<file path="src/rtl/tisf_pkg.sv">
`timescale 1ns / 1ps
// ============================================================================
// tisf_pkg
// Shared types, telnet byte codes and parse step function for the telnet
// command stripper.
// ============================================================================
package tisf_pkg;

    // Telnet command bytes
    localparam logic [7:0] TN_IAC = 8'd255;
    localparam logic [7:0] TN_SB  = 8'd250;
    localparam logic [7:0] TN_SE  = 8'd240;

    // Parse state codes
    localparam int unsigned ST_W = 3;
    localparam logic [ST_W-1:0] ST_NORMAL = 3'd0;
    localparam logic [ST_W-1:0] ST_IAC    = 3'd1;
    localparam logic [ST_W-1:0] ST_OPT    = 3'd2;
    localparam logic [ST_W-1:0] ST_SB     = 3'd3;
    localparam logic [ST_W-1:0] ST_SB_IAC = 3'd4;

    // One byte beat between stages
    typedef struct packed {
        logic       valid;
        logic [7:0] data;
    } beat_t;

    // Outcome of parsing one byte
    typedef struct packed {
        logic [ST_W-1:0] next_state;
        logic            emit;
    } step_t;

    function automatic step_t parse_step(input logic [ST_W-1:0] state,
                                         input logic [7:0] b);
        step_t r;
        r.next_state = state;
        r.emit       = 1'b0;
        unique case (state)
            ST_IAC:
            begin
                if (b == TN_IAC)
                begin
                    r.emit       = 1'b1;
                    r.next_state = ST_NORMAL;
                end
                else if (b == TN_SB)
                begin
                    r.next_state = ST_SB;
                end
                else
                begin
                    r.next_state = ST_OPT;
                end
            end
            ST_OPT:
            begin
                r.next_state = ST_NORMAL;
            end
            ST_SB:
            begin
                if (b == TN_IAC)
                begin
                    r.next_state = ST_SB_IAC;
                end
            end
            ST_SB_IAC:
            begin
                if (b == TN_SE)
                begin
                    r.next_state = ST_NORMAL;
                end
                else if (b != TN_IAC)
                begin
                    r.next_state = ST_SB;
                end
            end
            default:
            begin
                // Plain data; unused codes behave the same way
                if (b == TN_IAC)
                begin
                    r.next_state = ST_IAC;
                end
                else
                begin
                    r.emit       = 1'b1;
                    r.next_state = ST_NORMAL;
                end
            end
        endcase
        return r;
    endfunction

endpackage

</file>
<file path="src/rtl/tisf_in_reg.sv">
`timescale 1ns / 1ps
// ============================================================================
// tisf_in_reg
// Input register: captures one received byte per beat and holds it until
// the parser takes it.
// ============================================================================
module tisf_in_reg
    import tisf_pkg::*;
(
    input  logic       clk,
    input  logic       rst_n,
    input  logic       in_valid,
    output logic       in_ready,
    input  logic [7:0] in_byte,
    output beat_t      held,
    input  logic       take
);

    logic       valid_reg;
    logic       valid_next;
    logic [7:0] data_reg;

    // Accept when empty or when the held beat leaves this cycle
    assign in_ready   = !valid_reg || take;
    assign valid_next = (in_valid && in_ready) ? 1'b1 : (take ? 1'b0 : valid_reg);

    // Hold control state
    always_ff @(posedge clk or negedge rst_n)
    begin
        if (!rst_n)
        begin
            valid_reg <= 1'b0;
        end
        else
        begin
            valid_reg <= valid_next;
        end
    end

    // Capture payload
    always_ff @(posedge clk)
    begin
        if (in_valid && in_ready)
        begin
            data_reg <= in_byte;
        end
    end

    assign held.valid = valid_reg;
    assign held.data  = data_reg;

endmodule

</file>
<file path="src/rtl/tisf_parser.sv">
`timescale 1ns / 1ps
// ============================================================================
// tisf_parser
// Telnet parse state machine: decodes the held byte, drops command bytes
// and forwards data bytes to the result register.
// ============================================================================
module tisf_parser
    import tisf_pkg::*;
(
    input  logic  clk,
    input  logic  rst_n,
    input  beat_t held,
    output logic  take,
    output beat_t result,
    input  logic  result_ready
);

    logic [ST_W-1:0] parse_state_reg;
    logic [ST_W-1:0] parse_state_next;
    step_t           step;

    // Decode the held byte against the current state
    assign step = parse_step(parse_state_reg, held.data);

    // Advance when nothing is emitted or the result register has room
    assign take          = held.valid && (!step.emit || result_ready);
    assign result.valid  = held.valid && step.emit;
    assign result.data   = held.data;

    assign parse_state_next = take ? step.next_state : parse_state_reg;

    always_ff @(posedge clk or negedge rst_n)
    begin
        if (!rst_n)
        begin
            parse_state_reg <= ST_NORMAL;
        end
        else
        begin
            parse_state_reg <= parse_state_next;
        end
    end

endmodule

</file>
<file path="src/rtl/tisf_out_reg.sv">
`timescale 1ns / 1ps
// ============================================================================
// tisf_out_reg
// Result register: holds one data byte until the downstream side takes it.
// ============================================================================
module tisf_out_reg
    import tisf_pkg::*;
(
    input  logic       clk,
    input  logic       rst_n,
    input  beat_t      result,
    output logic       result_ready,
    output logic       out_valid,
    input  logic       out_ready,
    output logic [7:0] out_byte
);

    logic       valid_reg;
    logic       valid_next;
    logic [7:0] data_reg;
    logic       load;

    // Room when empty or when the current beat drains this cycle
    assign result_ready = !valid_reg || out_ready;
    assign load         = result.valid && result_ready;
    assign valid_next   = load ? 1'b1 : (out_ready ? 1'b0 : valid_reg);

    always_ff @(posedge clk or negedge rst_n)
    begin
        if (!rst_n)
        begin
            valid_reg <= 1'b0;
        end
        else
        begin
            valid_reg <= valid_next;
        end
    end

    // Load payload
    always_ff @(posedge clk)
    begin
        if (load)
        begin
            data_reg <= result.data;
        end
    end

    assign out_valid = valid_reg;
    assign out_byte  = data_reg;

endmodule

</file>
<file path="src/rtl/telnet_iac_stream_filter.sv">
`timescale 1ns / 1ps
// ============================================================================
// telnet_iac_stream_filter
// Strips telnet IAC command sequences from a received byte stream.
// ============================================================================
// Takes one byte per beat and sustains one byte per clock cycle while no
// stall holds the input. A byte passes through an input register, is
// decoded by the telnet parse state machine, and any resulting data byte
// lands in an output register. Data bytes pass unchanged, IAC IAC yields
// one 255, IAC SB through IAC SE is dropped, and IAC with any other
// command drops that byte and one option byte. Partial sequences carry
// over between beats; the input keeps accepting while a result waits at
// the output, and only a full output register that is not draining, with a
// pending data byte, stalls the input.
module telnet_iac_stream_filter
    import tisf_pkg::*;
(
    input  logic       clk,
    input  logic       rst_n,
    input  logic       in_valid,
    output logic       in_ready,
    input  logic [7:0] in_byte,
    output logic       out_valid,
    input  logic       out_ready,
    output logic [7:0] out_byte
);

    beat_t held;
    beat_t result;
    logic  take;
    logic  result_ready;

    tisf_in_reg u_in_reg (
        .clk      (clk),
        .rst_n    (rst_n),
        .in_valid (in_valid),
        .in_ready (in_ready),
        .in_byte  (in_byte),
        .held     (held),
        .take     (take)
    );

    tisf_parser u_parser (
        .clk          (clk),
        .rst_n        (rst_n),
        .held         (held),
        .take         (take),
        .result       (result),
        .result_ready (result_ready)
    );

    tisf_out_reg u_out_reg (
        .clk          (clk),
        .rst_n        (rst_n),
        .result       (result),
        .result_ready (result_ready),
        .out_valid    (out_valid),
        .out_ready    (out_ready),
        .out_byte     (out_byte)
    );

endmodule
</file>
<file path="config.mk">
export PLATFORM = sky130hd
export DESIGN_NAME = telnet_iac_stream_filter
export DESIGN_NICKNAME = d
export VERILOG_FILES = /design/src/rtl/tisf_pkg.sv /design/src/rtl/tisf_in_reg.sv /design/src/rtl/tisf_parser.sv /design/src/rtl/tisf_out_reg.sv /design/src/rtl/telnet_iac_stream_filter.sv
export SDC_FILE = /design/constraint.sdc
export NUM_CORES = 1
export LEC_CHECK = 0
export BUFFER_PORTS_ARGS = -buffer_cell sky130_fd_sc_hd__buf_2
export CAP_MARGIN = 20
export CORE_AREA = 2 2 47 49
export DETAILED_ROUTE_END_ITERATION = 6
export DIE_AREA = 0 0 49 51
export PLACE_DENSITY = 0.7
export SLEW_MARGIN = 20
export SYNTH_ARGS = -nofsm -noshare
export SYNTH_HDL_FRONTEND = slang
export SYNTH_SLANG_ARGS = --single-unit
</file>
<file path="constraint.sdc">
create_clock -name clk -period 3.3 [get_ports clk]
set_clock_uncertainty 0.15 [all_clocks]
set_input_delay 0.33 -clock clk [delete_from_list [all_inputs] [get_ports clk]]
set_output_delay 0.33 -clock clk [all_outputs]
set_load 0.01 [all_outputs]
</file>
==> metrics.txt, run 1 <==
Critical Path End Type=flop; IO Pins=22; Critical Path Start Type=flop; RR Startpoint=u_in_reg.data_reg[2]$_DFFE_PP_; HP Class=input pin to flop; Root Buffer=clkbuf_4; largest net degree at the start of global routing=14; Hold Path End=u_in_reg.data_reg[0]$_DFFE_PP_; Inserted Diodes=0; area leader, netlist=edfxtp_1; Post-CTS Resized=0; PortBufs=21; asr flop ratio synth=23.8%; crit path kind=flop to flop; post-DR vias/cell=5.48; cts bufs inserted=3; initial antenna violation count=0; Hold Path Depth=1; Worst Max-Slew Pin Slew=0.767 ns; Total Wirelength=1760 um; status=complete, no violations; Place WS=0.779 ns; vias=685; Avg Cell Area, Syn=12.8 um2; syn nets=87; CTS tree=yes; unrepaired setup endpoints after global routing=false; post-detail-place hpwl=1330 um; crit path from=u_in_reg.data_reg[2]$_DFFE_PP_; worst path arrival time=2.33 ns; Skew-Pair Late Insertion Delay=0.31 ns; synthesized cell area=963 um2; Setup WS post-layout=0.764 ns; Max Freq=394 MHz; GP Congestion=0.802; Hold Fails Final Rpt=0; DIE WIDTH=49 um; # nets final=110; flip-flop and latch area=606 um2; # clock sinks=21; R2R Setup Slk=0.76 ns; clk buf depth=2; Die Y=51 um; Final Max Slew Viols=0; reg2reg end=u_in_reg.data_reg[6]$_DFFE_PP_; Synth warnings=0; PwrDens=531 nW/um2; drt wl/cell=14.0 um; starting density of the core=46.7%; synthesized instance count=75; post-route ant nets=0; H-tree levels=1; die area=2500 um2; Placement Rows=17; Remaining Overflow, GRT=0; Area contributors post-synth=edfxtp_1 50%, dfrtp_1 13%, a21oi_1 2.1%, nand4_1 1.9%, xor2_1 1.8%; vias in the first global route=668; Core ar.=2060 um2; area of the multi-input gates=312 um2; setup TNS=0 ns; # DRC=0; HP Start=in_byte[0]; Area growth syn-to-layout=15.5%; min cycle time layout=2.54 ns; Pleak=0.435 nW; post-synthesis sequential area ratio=62.9%; slew margin rel.=48.6%; first-pass GRT wire length=2940 um; Main synth FF type=edfxtp_1; drt pass-1 iters=4; Max VDD drop=0.353 mV; final worst path period share=76.9%; Final Util=53.9%; Initial DRC Count=18; CP max FO=8; flops & latches, synth=21; Post-synth EDFFs=16; post-synth top area share=49.9%; Unique masters post-synth=35; fraction of layout cells with a size suffix above 1=33.0%; total of fill cells in the finished design=192; max-cap viol count=0; GRT Total Usage=15.8%; final setup violation count=0; clock slew at reported path FFs=0.13 ns; Register-to-Register Path Depth=4; Required @ worst endpoint=3.10 ns
## final cells by class
| type | instances | area share, % |
|---|---|---|
| sequential | 21 | 54.4 |
| multi-input combinational | 46 | 28.0 |
| timing repair buffer | 22 | 10.3 |
| tap | 28 | 3.15 |
| clock buffer | 3 | 2.02 |
| inverter | 4 | 1.35 |
| clock inverter | 1 | 0.675 |
## through the flow
step / hold WS [ns] / cells / area (um2) / total power [mW]
after detailed placement: 0.00447 / 120 / 1070 / 0.466
after global routing: 0.0352 / 125 / 1110 / 0.618
after floorplan: -0.116 / 75 / 963 / 0.436
final: 0.0359 / 125 / 1110 / 0.591
after CTS: 0.0311 / 125 / 1110 / 0.593
after global placement: 0.00286 / 120 / 1070 / 0.460
## power by group
part	switching, mW	internal, mW	leakage (nW)	total, mW
logic	0.0653	0.0490	0.208	0.114
registers	0.0308	0.318	0.213	0.349
clock network	0.0812	0.0461	0.0139	0.127
## worst max path at each step
stage                                                 to  slack, ns  depth (start not counted)
after floorplan           u_in_reg.data_reg[0]$_DFFE_PP_       1.09                          4
after global placement    u_in_reg.data_reg[4]$_DFFE_PP_       0.93                          4
after detailed placement  u_in_reg.data_reg[6]$_DFFE_PP_       0.78                          4
after CTS                 u_in_reg.data_reg[6]$_DFFE_PP_       0.77                          4
after global routing      u_in_reg.data_reg[1]$_DFFE_PP_       0.62                          4
final                     u_in_reg.data_reg[6]$_DFFE_PP_       0.76                          4
## layout by cell type, fill, tap and decap left out
cell,instances
a31oi_1,1
or4_4,1
nand2_1,3
and3_1,1
inv_1,4
o21ai_0,2
dfrtp_1,5
o32ai_1,1
dlygate4sd3_1,1
a31o_2,1
and4_1,1
and2_1,1
clkinvlp_4,1
and3_2,1
nand3_1,2
o311a_1,1
xor2_1,2
nand4_1,3
nor2b_2,1
nor2b_1,1
o2111ai_1,1
and4_2,1
nor3_1,3
o211ai_2,1
o21a_1,1
a21oi_1,4
or2b_2,1
o211ai_1,2
clkbuf_4,3
o32a_1,1
buf_2,21
edfxtp_1,16
o211a_1,1
a211oi_1,2
nor2_1,4
a21o_1,1
## synthesized netlist by cell type (2+ instances only)
| cell type | instances |
|---|---|
| nand2_1 | 3 |
| edfxtp_1 | 16 |
| nand4_1 | 3 |
| o21ai_0 | 2 |
| nand3_1 | 2 |
| nor2_1 | 4 |
| a21oi_1 | 4 |
| xor2_1 | 2 |
| nor3_1 | 3 |
| o211ai_1 | 2 |
| buf_4 | 2 |
| dfrtp_1 | 5 |
| a211oi_1 | 2 |
| inv_1 | 4 |
## cell families after synthesis
logic type	share of synthesized area, %
AOI/OAI and AO/OA	15.6
xor gates and xnor gates	1.82
buffers and inverters	4.80
DFF	62.9
and+or+nand+nor	14.9
## metal layers
layer	GRT usage, %	up-vias	share of wire (%)
met4	9.05	0	1.4
met1	19.0	322	42
met2	27.2	24	52
met3	2.34	4	4.4
li1	-	335	-
met5	0	-	0
## critical path, cell delays in order (launching register included)
cell and delay, ns:
edfxtp_1 0.50, and4_2 0.30, a211oi_1 0.43, nor2_1 0.17, a31oi_1 0.64
## what timing repair did
action,4_1_cts,5_1_grt
hold endpoints to repair,5,0
hold buffers,1,0
setup buffers,0,0
Power figures use the tool's default switching activity.
==> inputs of run 2 (changes only) <==
--- a/config.mk
+++ b/config.mk
@@ -5,12 +5,13 @@
 export SDC_FILE = /design/constraint.sdc
 export NUM_CORES = 1
 export LEC_CHECK = 0
+export ABC_AREA = 1
 export BUFFER_PORTS_ARGS = -buffer_cell sky130_fd_sc_hd__buf_2
 export CAP_MARGIN = 20
-export CORE_AREA = 2 2 47 49
+export CORE_AREA = 2 2 49 51
 export DETAILED_ROUTE_END_ITERATION = 6
-export DIE_AREA = 0 0 49 51
-export PLACE_DENSITY = 0.7
+export DIE_AREA = 0 0 51 53
+export PLACE_DENSITY = 0.67
 export SLEW_MARGIN = 20
 export SYNTH_ARGS = -nofsm -noshare
 export SYNTH_HDL_FRONTEND = slang
==> constraint.sdc (replaced) <==
create_clock -name clk -period 2.2 [get_ports clk]
set_clock_uncertainty 0.15 [all_clocks]
set_input_delay 0.22 -clock clk [delete_from_list [all_inputs] [get_ports clk]]
set_output_delay 0.22 -clock clk [all_outputs]
set_load 0.01 [all_outputs]
==> metrics.txt, run 2 <==
status=complete, no violations; CTS tree=yes; Critical Path End Type=primary output; flops & latches, synth=21 (unchanged); asr flop ratio synth=23.8% (unchanged); Setup Buffers After CTS=0 (unchanged); Comb pwr share=14.6% (-4.8 points); post-DR vias/cell=4.51 (-18%); worst hold slack=0.104 ns (+0.0684 ns); max-cap viol count=0 (unchanged); largest net degree at the start of global routing=14 (unchanged); Initial DRC Count=15 (-3); slew margin rel.=77.4% (+29 points); Critical Path Start Type=input pin; die area=2700 um2 (+8.2%); cell internal pwr=0.589 mW (+42%); total of fill cells in the finished design=179 (-6.8%); Pleak=0.580 nW (+33%); final worst path period share=84.2%; most common cell in the netlist=nand2_1; most frequent cells in the layout=21 x buf_2, 19 x nand2_1, 16 x edfxtp_1; Max VDD drop=0.518 mV (+47%); Post-CTS Resized=0 (unchanged); setup TNS=0 ns (unchanged); Max Freq=540 MHz; worst path arrival time=1.48 ns (-0.85 ns); final setup violation count=0 (unchanged); CP max FO=3 (-5); Remaining Overflow, GRT=0 (unchanged); Core ar.=2150 um2 (+4.1%); Unique masters post-synth=18 (-49%); Register-to-Register Path Depth=6 (+2); Synth warnings=0 (unchanged); Die Y=53 um (+3.9%); cts bufs inserted=3 (unchanged); Inserted Diodes=0 (unchanged); Worst Max-Slew Pin Slew=0.337 ns (-0.430 ns); vias in the first global route=647 (-3.1%); Final Max Slew Viols=0 (unchanged); Hold Fails Final Rpt=0 (unchanged); PwrDens=641 nW/um2 (+21%); vias=668 (-2.5%); PortBufs=21 (unchanged); # nets final=133 (+21%); clock slew at reported path FFs=0.12 ns (about the same); Area growth syn-to-layout=30.4%; Post-synth EDFFs=16 (unchanged); post-detail-place hpwl=1160 um (-13%); Avg Cell Area, Syn=11.4 um2 (-11%); min cycle time layout=1.85 ns; P_sw=0.203 mW (+14%); Root Buffer=clkbuf_4; most frequent cells after synthesis=19 x nand2_1, 16 x edfxtp_1, 12 x inv_1, 6 x nor2_1; Clk pwr share=23.8% (+2.2 points); unrepaired setup endpoints after global routing=false; reg2reg end=u_in_reg.data_reg[2]$_DFFE_PP_; Sequential Power Share=61.6% (+2.5 points); synthesized cell area=947 um2 (-1.7%); area leader, netlist=edfxtp_1; clk buf depth=2 (unchanged); GP Congestion=0.754 (-6.0%); fraction of layout cells with a size suffix above 1=34.2% (+1.2 points); Main synth FF type=edfxtp_1; crit path kind=input pin to primary output; syn nets=95 (+9.2%); # clock sinks=21 (unchanged); starting density of the core=44.1% (-2.6 points); area of the multi-input gates=293 um2 (-6.0%); Sw Share=25.6% (-4.4 points); initial antenna violation count=0 (unchanged); post-synth top area share=50.7% (+0.86 points); HP Class=input pin to asynchronous set/reset pin; post-synthesis sequential area ratio=63.9% (+1.1 points); GRT Total Usage=15.1% (-0.62 points); Final Util=57.5% (+3.6 points); Skew-Pair Late Insertion Delay=0.30 ns (about the same); commonest non-fill, non-tap cell in the layout=buf_2; DIE WIDTH=51 um (+4.1%); Total Wirelength=1680 um (-4.3%); R2R Setup Slk=0.47 ns (-0.29 ns); drt wl/cell=11.4 um (-19%); first-pass GRT wire length=2900 um (-1.2%); Area contributors post-synth=edfxtp_1 51%, dfrtp_1 13%, nand2_1 7.5%, inv_1 4.8%, nand2_2 3.3%; post-route ant nets=0 (unchanged); RR Startpoint=u_in_reg.data_reg[1]$_DFFE_PP_; H-tree levels=1 (unchanged); Required @ worst endpoint=1.83 ns (-1.27 ns); drt pass-1 iters=4 (unchanged); flip-flop and latch area=606 um2 (unchanged); # DRC=0 (unchanged); synthesized instance count=83 (+11%); Placement Rows=17 (unchanged); IO Pins=22 (unchanged)
run 2: how the worst max path moves through the flow:
stage	from	end	slack, ns	depth (start not counted)
floorplan	u_in_reg.data_reg[3]$_DFFE_PP_	u_out_reg.out_byte[0]$_DFFE_PP_	0.46	6
global placement	u_in_reg.data_reg[3]$_DFFE_PP_	u_in_reg.data_reg[7]$_DFFE_PP_	0.56	6
detailed placement	u_in_reg.data_reg[1]$_DFFE_PP_	u_in_reg.data_reg[5]$_DFFE_PP_	0.51	6
CTS	out_ready	in_ready	0.34	5
global route	u_in_reg.data_reg[1]$_DFFE_PP_	in_ready	0.28	6
finish	out_ready	in_ready	0.35	5
run 2: cell families (layout without fill, tap and decap cells):
logic type             Yosys count  in the layout  share of synthesized area, %
buffers and inverters           13             50                          5.15
flip-flops                      21             21                          63.9
AO/OA/AOI/OAI                    2              2                          1.06
AND/OR/NAND/NOR                 47             47                          29.9
run 2: through the flow:
step	setup slack (ns)	power, mW	cells	instance area [um2]
floorplan	0.455	0.552	83	947
global placement	0.564	0.593	133	1090
detailed placement	0.507	0.595	133	1090
CTS	0.345	0.792	148	1230
global route	0.276	0.831	148	1230
finish	0.347	0.792	148	1230
run 2: power groups by stage:
| stage | clock network, mW | registers [mW] | logic, mW |
|---|---|---|---|
| 6_report | 0.188 | 0.487 | 0.116 |
| 3_3_place_gp | 0 | 0.494 | 0.0988 |
| 3_5_place_dp | 0 | 0.495 | 0.100 |
| 5_1_grt | 0.212 | 0.491 | 0.128 |
| 2_1_floorplan | 0 | 0.503 | 0.0485 |
| 4_1_cts | 0.188 | 0.487 | 0.116 |
run 2: area by class of cell:
| type | instances | share of cell area (%) |
|---|---|---|
| well taps | 28 | 2.84 |
| clock buffers | 3 | 1.82 |
| multi-input cells | 49 | 23.7 |
| clock inverters | 1 | 0.608 |
| repair buffers | 33 | 18.0 |
| flip-flops and latches | 21 | 49.0 |
| inverters | 13 | 3.95 |
run 2: metal layers:
metal  up-vias  routed length, um  GRT usage (%)  part of all wire (%)
li1        350                  -              -                     -
met1       300                759           18.8                    45
met2        16                836           26.0                    50
met3         2                 68           3.39                   4.0
met4         0                 17           5.41                   1.0
met5         -                  0              0                     0
run 2: repair_timing:
action | in CTS | in global routing
hold endpoints to repair | 15 | 0
hold buffers | 11 | 0
endpoints found under the setup margin | 0 | 0
run 2: worst max-delay path, stage by stage:
cell,delay (ns)
dlygate4sd3_1,0.53
buf_2,0.13
nor2_1,0.28
nand4_2,0.16
buf_2,0.16
==> inputs of run 3 (changes only) <==
--- a/config.mk
+++ b/config.mk
@@ -5,13 +5,13 @@
 export SDC_FILE = /design/constraint.sdc
 export NUM_CORES = 1
 export LEC_CHECK = 0
-export ABC_AREA = 1
+export ABC_AREA = 0
 export BUFFER_PORTS_ARGS = -buffer_cell sky130_fd_sc_hd__buf_2
 export CAP_MARGIN = 20
-export CORE_AREA = 2 2 49 51
+export CORE_AREA = 2 2 47 49
 export DETAILED_ROUTE_END_ITERATION = 6
-export DIE_AREA = 0 0 51 53
-export PLACE_DENSITY = 0.67
+export DIE_AREA = 0 0 49 51
+export PLACE_DENSITY = 0.7
 export SLEW_MARGIN = 20
 export SYNTH_ARGS = -nofsm -noshare
 export SYNTH_HDL_FRONTEND = slang
==> constraint.sdc (replaced) <==
create_clock -name clk -period 1.9 [get_ports clk]
set_clock_uncertainty 0.15 [all_clocks]
set_input_delay 0.19 -clock clk [delete_from_list [all_inputs] [get_ports clk]]
set_output_delay 0.19 -clock clk [all_outputs]
set_load 0.01 [all_outputs]
==> metrics.txt, run 3 (synthesized netlist as in run 1, its figures left out) <==
CP max FO=5 (+2); worst path arrival time=1.69 ns (+0.21 ns); cts bufs inserted=3 (unchanged); final setup violation count=18 (+18); Register-to-Register Path Depth=5 (-1); largest net degree at the start of global routing=14 (unchanged); crit path kind=flop to primary output; post-detail-place hpwl=1450 um (+25%); setup TNS=-1.41 ns (-1.41 ns); failing checks=setup timing; vias in the first global route=836 (+29%); flip-flop and latch area=607 um2 (+0.21%); # DRC=0 (unchanged); Final Max Slew Viols=0 (unchanged); Placement Rows=17 (unchanged); final worst path period share=107%; clk buf depth=2 (unchanged); IO Pins=22 (unchanged); PwrDens=815 nW/um2 (+27%); HP Class=input pin to asynchronous set/reset pin; Setup WS post-layout=-0.132 ns (-0.480 ns); H-tree levels=1 (unchanged); Required @ worst endpoint=1.56 ns (-0.27 ns); fraction of layout cells with a size suffix above 1=51.2% (+17 points); Critical Path End Type=primary output; GP Congestion=0.780 (+3.5%); Skew-Pair Late Insertion Delay=0.30 ns (about the same); Core ar.=2060 um2 (-4.0%); Place WS=-0.0844 ns (-0.591 ns); Hold Fails Final Rpt=0 (unchanged); initial antenna violation count=0 (unchanged); die area=2500 um2 (-7.5%); status=complete, but fails checks; Total Wirelength=2380 um (+42%); total of fill cells in the finished design=144 (-20%); GRT Total Usage=19.3% (+4.2 points); Inserted Diodes=0 (unchanged); Remaining Overflow, GRT=0 (unchanged); slew margin rel.=65.3% (-12 points); Pleak=0.601 nW (+3.5%); most frequent cells in the layout=21 x buf_4, 20 x buf_2, 16 x edfxtp_1; max-cap viol count=0 (unchanged); PortBufs=21 (unchanged); clock slew at reported path FFs=0.12 ns (about the same); Root Buffer=clkbuf_4; Max VDD drop=0.694 mV (+34%); commonest non-fill, non-tap cell in the layout=buf_4; vias=863 (+29%); # nets final=142 (+6.8%); R2R Setup Slk=-0.13 ns (-0.60 ns); DIE WIDTH=49 um (-3.9%); Die Y=51 um (-3.8%); # clock sinks=21 (unchanged); Worst Max-Slew Pin Slew=0.519 ns (+0.182 ns); RR Startpoint=u_parser.parse_state_reg[0]$_DFFE_PN0P_; area of the multi-input gates=389 um2 (+33%); Max Freq=492 MHz; first-pass GRT wire length=3640 um (+25%); Critical Path Start Type=flop; drt pass-1 iters=4 (unchanged); CTS tree=yes; starting density of the core=46.7% (+2.6 points); post-route ant nets=0 (unchanged); Initial DRC Count=19 (+4); unrepaired setup endpoints after global routing=true; min cycle time layout=2.03 ns; drt wl/cell=15.2 um (+33%); post-DR vias/cell=5.50 (+22%); reg2reg end=u_in_reg.data_reg[7]$_DFFE_PP_; Area growth syn-to-layout=52.3%
[run 3: cell types whose count changed in the layout (fill, tap and decap cells not counted), sizes merged, moves of 3 or more]
cell / change
nand2: -23
buf: +22
inv: -9
nand3: -6
a21oi: +4
nor2: -4
o211ai: +3
[run 3: through the flow]
step | util, % | hold slack (ns) | total power [mW] | area [um2] | std cells
detailed placement | 57.4 | -0.138 | 0.874 | 1180 | 133
finish | 71.1 | 0.0558 | 1.20 | 1470 | 157
CTS | 68.6 | 0.0589 | 1.17 | 1420 | 153
global placement | 57.4 | -0.137 | 0.862 | 1180 | 133
global route | 71.1 | 0.0733 | 1.24 | 1470 | 157
floorplan | - | -0.256 | 0.765 | 978 | 75
[run 3: how the worst max path moves through the flow]
stage / slack, ns / endpoint / start / cells past startpoint
floorplan: -0.03 / u_in_reg.data_reg[0]$_DFFE_PP_ / u_in_reg.data_reg[2]$_DFFE_PP_ / 4
global placement: 0.02 / u_parser.parse_state_reg[0]$_DFFE_PN0P_ / u_in_reg.data_reg[0]$_DFFE_PP_ / 4
detailed placement: -0.08 / u_in_reg.data_reg[5]$_DFFE_PP_ / u_in_reg.data_reg[2]$_DFFE_PP_ / 4
CTS: -0.08 / in_ready / u_parser.parse_state_reg[0]$_DFFE_PN0P_ / 6
global route: -0.22 / in_ready / u_in_reg.data_reg[3]$_DFFE_PP_ / 7
finish: -0.13 / in_ready / u_parser.parse_state_reg[0]$_DFFE_PN0P_ / 6
[run 3: area by class of cell]
| cell class | instances | area share [%] |
|---|---|---|
| timing repair buffer | 54 | 26.7 |
| tap | 28 | 2.39 |
| inverter | 4 | 1.02 |
| multi-input combinational | 46 | 26.5 |
| clock buffer | 3 | 1.53 |
| sequential | 21 | 41.3 |
| clock inverter | 1 | 0.512 |
[run 3: metal layers]
| metal | routed length (um) | GRT usage [%] | vias to the layer above |
|---|---|---|---|
| met5 | 0 | 0 | - |
| met4 | 56 | 9.05 | 0 |
| met3 | 100 | 1.75 | 8 |
| met2 | 1220 | 36.3 | 38 |
| met1 | 1010 | 22.3 | 417 |
| li1 | - | - | 400 |
[run 3: timing repair]
action / in CTS / in global routing
hold buffers: 10 / 0
resized for setup: 15 / 4
pin swaps: 7 / 6
setup buffers: 7 / 5
hold endpoints to repair: 14 / 0
endpoints found under the setup margin: 17 / 20
[run 3: power breakdown]
part	switching [mW]	leakage, nW	total, mW	internal, mW
Combinational	0.189	0.375	0.382	0.194
Clock	0.139	0.0139	0.219	0.0800
Sequential	0.0430	0.212	0.596	0.553
Total	0.371	0.601	1.20	0.826
[run 3: worst max-delay path: stages, from the launching register on]
cell and delay (ns):
dfrtp_1 0.47, o21a_1 0.25, a211oi_4 0.29, nor2_4 0.08, buf_6 0.12, nand3_2 0.07, buf_6 0.11
